===== config.mk =====
export PLATFORM = sky130hd
export DESIGN_NAME = srrw_mod_add
export DESIGN_NICKNAME = d
export VERILOG_FILES = /design/src/hdl/srrw_mod_add.sv
export SDC_FILE = /design/constraint.sdc
export NUM_CORES = 1
export LEC_CHECK = 0
export ABC_AREA = 1
export BUFFER_PORTS_ARGS = -buffer_cell sky130_fd_sc_hd__buf_4
export CAP_MARGIN = 20
export CORE_AREA = 2 2 39 41
export DETAILED_ROUTE_END_ITERATION = 10
export DIE_AREA = 0 0 41 43
export PLACE_DENSITY_LB_ADDON = 0.12
export SYNTH_ARGS = -nofsm -noshare
export SYNTH_HDL_FRONTEND = slang
export SYNTH_SLANG_ARGS = --single-unit

===== constraint.sdc =====
create_clock -name vclk -period 2.83
set_clock_uncertainty 0.1 [all_clocks]
set_input_delay 0.566 -clock vclk [all_inputs]
set_output_delay 0.566 -clock vclk [all_outputs]
set_load 0.02 [all_outputs]

===== src/hdl/srrw_mod_add.sv =====
// ----------------------------------------------------------------------------
// srrw_mod_add
// Modular adder: (a + b) mod range, valid for a, b below range.
// ----------------------------------------------------------------------------
module srrw_mod_add #(
  parameter int unsigned NUM_W = 5
) (
  input  logic [NUM_W-1:0] a,
  input  logic [NUM_W-1:0] b,
  input  logic [NUM_W-1:0] range,
  output logic [NUM_W-1:0] sum
);

  logic [NUM_W:0] raw;
  logic [NUM_W:0] wrapped;

  assign raw     = {1'b0, a} + {1'b0, b};
  assign wrapped = raw - {1'b0, range};
  assign sum     = (raw >= {1'b0, range}) ? wrapped[NUM_W-1:0] : raw[NUM_W-1:0];

endmodule


==> results of run 1 <==
-- power breakdown --
group | switching [mW] | leakage [nW] | total [mW] | internal, mW
Combinational | 0.208 | 0.475 | 0.404 | 0.196
Clock | 0 | 0 | 0 | 0
Sequential | 0 | 0 | 0 | 0
-- worst max path at each step --
stage | startpoint | endpoint | slack (ns)
floorplan | a[0] | sum[1] | -0.09
global placement | a[0] | sum[1] | -0.41
detailed placement | a[0] | sum[1] | -0.44
CTS | b[0] | sum[3] | -0.42
global route | a[2] | sum[4] | -0.49
finish | b[0] | sum[0] | -0.38
-- cell usage in the layout (no fill, tap or decap), drive strengths merged --
cell,count
nand4,1
o21ai,1
buf,29
inv,16
a21oi,4
xor2,3
nor2,1
xnor2,1
fa,2
nand2,22
ha,10
nand3,11
nand3b,1
-- cell type report --
| class | count | share of cell area |
|---|---|---|
| Timing Repair Buffer | 29 | 0.278 |
| Multi-Input combinational cell | 57 | 0.631 |
| Tap cell | 16 | 0.0228 |
| Inverter | 16 | 0.0684 |
-- logic make-up (layout without fill, tap and decap cells) --
group | after synthesis | in the layout
fa+ha+maj | 12 | 12
buf+inv | 16 | 45
simple gates | 36 | 36
compound gates | 5 | 5
xor+xnor | 4 | 4
-- timing repair --
item | in CTS | in global routing
buffers inserted | 0 | 0
setup endpoints to repair | 5 | 5
resized for setup | 14 | 1
pin swaps | 21 | 7
-- routing by layer --
layer,GRT usage,vias to the layer above
met3,0,0
li1,-,292
met5,0,-
met4,0,0
met1,0.179,252
met2,0.256,8
-- critical path, cell delays in order --
cell and delay (ns):
buf_6 0.08, ha_4 0.12, inv_2 0.03, fa_2 0.35
nand3b_1 0.20, nand2_1 0.07, nand2_1 0.05, nand2_2 0.09
ha_4 0.22, nand2_2 0.07, o21ai_2 0.07, a21oi_4 0.21
nand2_4 0.15, nand2_4 0.09, nand2_4 0.04, buf_6 0.12
-- per-stage QoR --
step | setup slack (ns) | setup TNS (ns) | cell area, µm² | std cells | hold slack [ns]
final | -0.375 | -1.87 | 878 | 118 | 1.53
after global routing | -0.495 | -2.45 | 878 | 118 | 1.55
after CTS | -0.418 | -2.06 | 878 | 118 | 1.53
after detailed placement | -0.438 | -2.16 | 817 | 118 | 1.55
after global placement | -0.410 | -2.01 | 817 | 118 | 1.54
after floorplan | -0.0854 | -0.388 | 579 | 73 | 1.34
==> impl_metrics.json, run 1 <==
{
  "status": "finished, violations left",
  "violations": "negative setup slack",
  "first_global_vias": 497,
  "synth_top_cell_area_share": 0.261,
  "arrival_ns": 2.54,
  "synth_xor_area_frac": 0.0731,
  "final_core_util": 0.635,
  "yosysMostFrequentCell": "nand2_1",
  "n_antenna_cell": 0,
  "grt-ovfl-total": 0,
  "initial_core_util": 0.346,
  "wl_met3_um": 37,
  "period_needed_ns": 3.21,
  "hold_depth": 5,
  "grt_max_degree": 7,
  "remaining_drc_errors": 0,
  "cts_hold_repair.buffers": 0,
  "synth_fa_ha_area_frac": 0.345,
  "hold_path_class": "in -> out",
  "fillers": 130,
  "ys_seq_area_frac": 0,
  "hold_path_startpoint": "a[0]",
  "design.seq.count": 0,
  "leakagePower_nw": 0.475,
  "syn_inst": 73,
  "cap_violations": 0,
  "tightest_slew_ns": 0.253,
  "peakVddDrop_mv": 0.235,
  "die_x_um": 41,
  "powerDensity_nw_per_um2": 459,
  "grt_pass1_wl_um": 1840,
  "n_clock_buffer": 0,
  "hold_path_end": "sum[0]",
  "drive_gt1_frac": 0.569,
  "syn-num-nets": 100,
  "power_uw": 404,
  "core_area_um2": 1380,
  "yosys.area.top_type": "ha_1",
  "die-area_um2": 1760,
  "synth_top_family_by_area": "simple AND/OR/NAND/NOR gates",
  "nets": 131,
  "first_pass_iters": 2,
  "rows": 14,
  "top_layer": "met3",
  "grt_usage": 0.138,
  "antenna_found_initial": 0,
  "routed_wl_um": 1040,
  "gp_congestion": 0.715,
  "fin_crit_sh": 1.13,
  "rsz0062_at_grt": "yes",
  "wl_per_cell_um": 8.77,
  "finalWorstSetupSlack_ns": -0.375,
  "worstSetupPathType": "in -> out",
  "synthSimpleGateAreaFrac": 0.366,
  "initialDrtViolationCount": 2,
  "port_buffers": 20,
  "finalSetupViolations": 5,
  "multi_input_area_um2": 554,
  "syn_to_final_growth_pct": 83.3,
  "io_pins": 20,
  "dr_wl_met2_um": 558,
  "drt-met1-wl_um": 439,
  "start_kind": "primary input",
  "ant_nets": 0,
  "yosys-mux-area-fraction": 0,
  "ys_warn_count": 0,
  "worst-path-max-fanout": 6,
  "final-seq-area_um2": 0,
  "setup.worst_path.end_class": "primary output",
  "required_ns": 2.16,
  "synth_area_leaders": "ha_1 26%, nand2_1 14%, inv_1 13%",
  "num_vias": 552,
  "synth-compound-area-share": 0.0914,
  "place_hpwl_um": 957,
  "synthTopCellsByCount": "18 x nand2_1, 16 x inv_1, 11 x nand3_1, 10 x ha_1, 3 x xor2_1",
  "syn-cell-area_um2": 479,
  "slew_violations": 0,
  "avgSynthCellArea_um2": 6.56,
  "viasPerCell": 4.68,
  "fmax_mhz": 312,
  "hold_violations": 0,
  "relSlewSlack": 0.831,
  "synth_cell_types": 16,
  "die_height_um": 43
}
Note: power is estimated with default switching activity, not from simulation.
==> run 2, diff against run 1 <==
- ABC_CLOCK_PERIOD_IN_PS: default -> 2830
- CELL_PAD_IN_SITES_DETAIL_PLACEMENT: default -> 1
- CELL_PAD_IN_SITES_GLOBAL_PLACEMENT: default -> 1
- CORE_AREA: 2 2 39 41 -> default
- CORE_UTILIZATION: default -> 31
- DIE_AREA: 0 0 41 43 -> default
==> impl_metrics.json, run 2 (synthesis results as in run 1) <==
{
  "rows": 13,
  "n_clock_buffer": 0,
  "die_x_um": 41.3,
  "grt_max_degree": 7,
  "setup.worst_path.end_class": "primary output",
  "syn_to_final_growth_pct": 90.6,
  "design.seq.count": 0,
  "status": "finished, violations left",
  "cts_hold_repair.buffers": 0,
  "first_global_vias": 620,
  "die_height_um": 41.3,
  "viasPerCell": 5.12,
  "fmax_mhz": 303,
  "remaining_drc_errors": 0,
  "peakVddDrop_mv": 0.266,
  "die-area_um2": 1710,
  "dp_cells": 116,
  "rsz0062_at_grt": "yes",
  "grt_usage": 0.221,
  "worstSetupPathType": "in -> out",
  "power_uw": 445,
  "antenna_found_initial": 0,
  "fin_tns_setup_ns": -2.32,
  "finalWorstSetupSlack_ns": -0.472,
  "cap_violations": 0,
  "drive_gt1_frac": 0.588,
  "start_kind": "primary input",
  "required_ns": 2.16,
  "hold_path_class": "in -> out",
  "finalSetupViolations": 5,
  "fin_crit_sh": 1.17,
  "port_buffers": 20,
  "layout_common_cells": "22 x buf_4, 13 x inv_1, 13 x nand2_4",
  "grt-ovfl-total": 0,
  "first_pass_iters": 4,
  "final_cells": 117,
  "leakagePower_nw": 0.485,
  "routed_wl_um": 1870,
  "final_common_cell": "buf_4",
  "slew_violations": 0,
  "gp_congestion": 0.722,
  "hold_violations": 0,
  "num_vias": 599,
  "arrival_ns": 2.64,
  "initial_core_util": 0.351,
  "relSlewSlack": 0.777,
  "place_hpwl_um": 1280,
  "core_area_um2": 1370,
  "violations": "negative setup slack",
  "final-seq-area_um2": 0,
  "powerDensity_nw_per_um2": 487,
  "ant_nets": 0,
  "grt_pass1_wl_um": 2500,
  "nets": 131,
  "tightest_slew_ns": 0.333,
  "n_antenna_cell": 0,
  "wl_per_cell_um": 16.0,
  "period_needed_ns": 3.30,
  "worst-path-max-fanout": 6,
  "io_pins": 20,
  "initialDrtViolationCount": 4
}
## run 2: final timing paths
check	startpoint	to	slack, ns	depth (start not counted)
worst max-delay path	b[2]	sum[0]	-0.47	15
worst min-delay path	range[0]	sum[0]	1.54	6
## run 2: cell type report
cell class | instances | area [µm²]
fill | 164 | 453
inverter | 16 | 60.1
multi-input combinational | 57 | 587
tap | 15 | 18.8
timing repair buffer | 29 | 248
## run 2: metal layers
layer	part of all wire	wire, µm	global-route usage
met1	0.38	704	0.225
met3	0.025	46	0.0213
met5	0	0	0
met4	0.046	85	0.105
met2	0.55	1030	0.438
## run 2: what timing repair did
| item | 4_1_cts | 5_1_grt |
|---|---|---|
| resized for setup | 16 | 5 |
| pin swaps | 13 | 6 |
| setup endpoints to repair | 5 | 5 |
| buffers inserted | 0 | 1 |
## run 2: metrics by stage
stage	util	hold slack (ns)	worst slack (ns)	instance area, µm²
after detailed placement	0.592	1.57	-0.496	808
after CTS	0.647	1.55	-0.450	885
final	0.668	1.54	-0.472	913
after global placement	0.592	1.56	-0.440	808
after floorplan	-	1.34	-0.0854	579
after global routing	0.668	1.57	-0.561	913
## run 2: report_power, final
part | internal, mW | switching [mW]
Combinational | 0.203 | 0.241
Sequential | 0 | 0
Clock | 0 | 0
## run 2: critical path: stages
cell and delay (ns):
buf_4 0.12, ha_4 0.29, nand3_1 0.12, nand3_1 0.10, nand2_1 0.09, nand2_1 0.11
inv_2 0.06, ha_4 0.24, a21oi_2 0.14, nand2_2 0.09, a21oi_4 0.25, nand2_4 0.16
nand2_4 0.12, nand2_4 0.04, buf_6 0.12
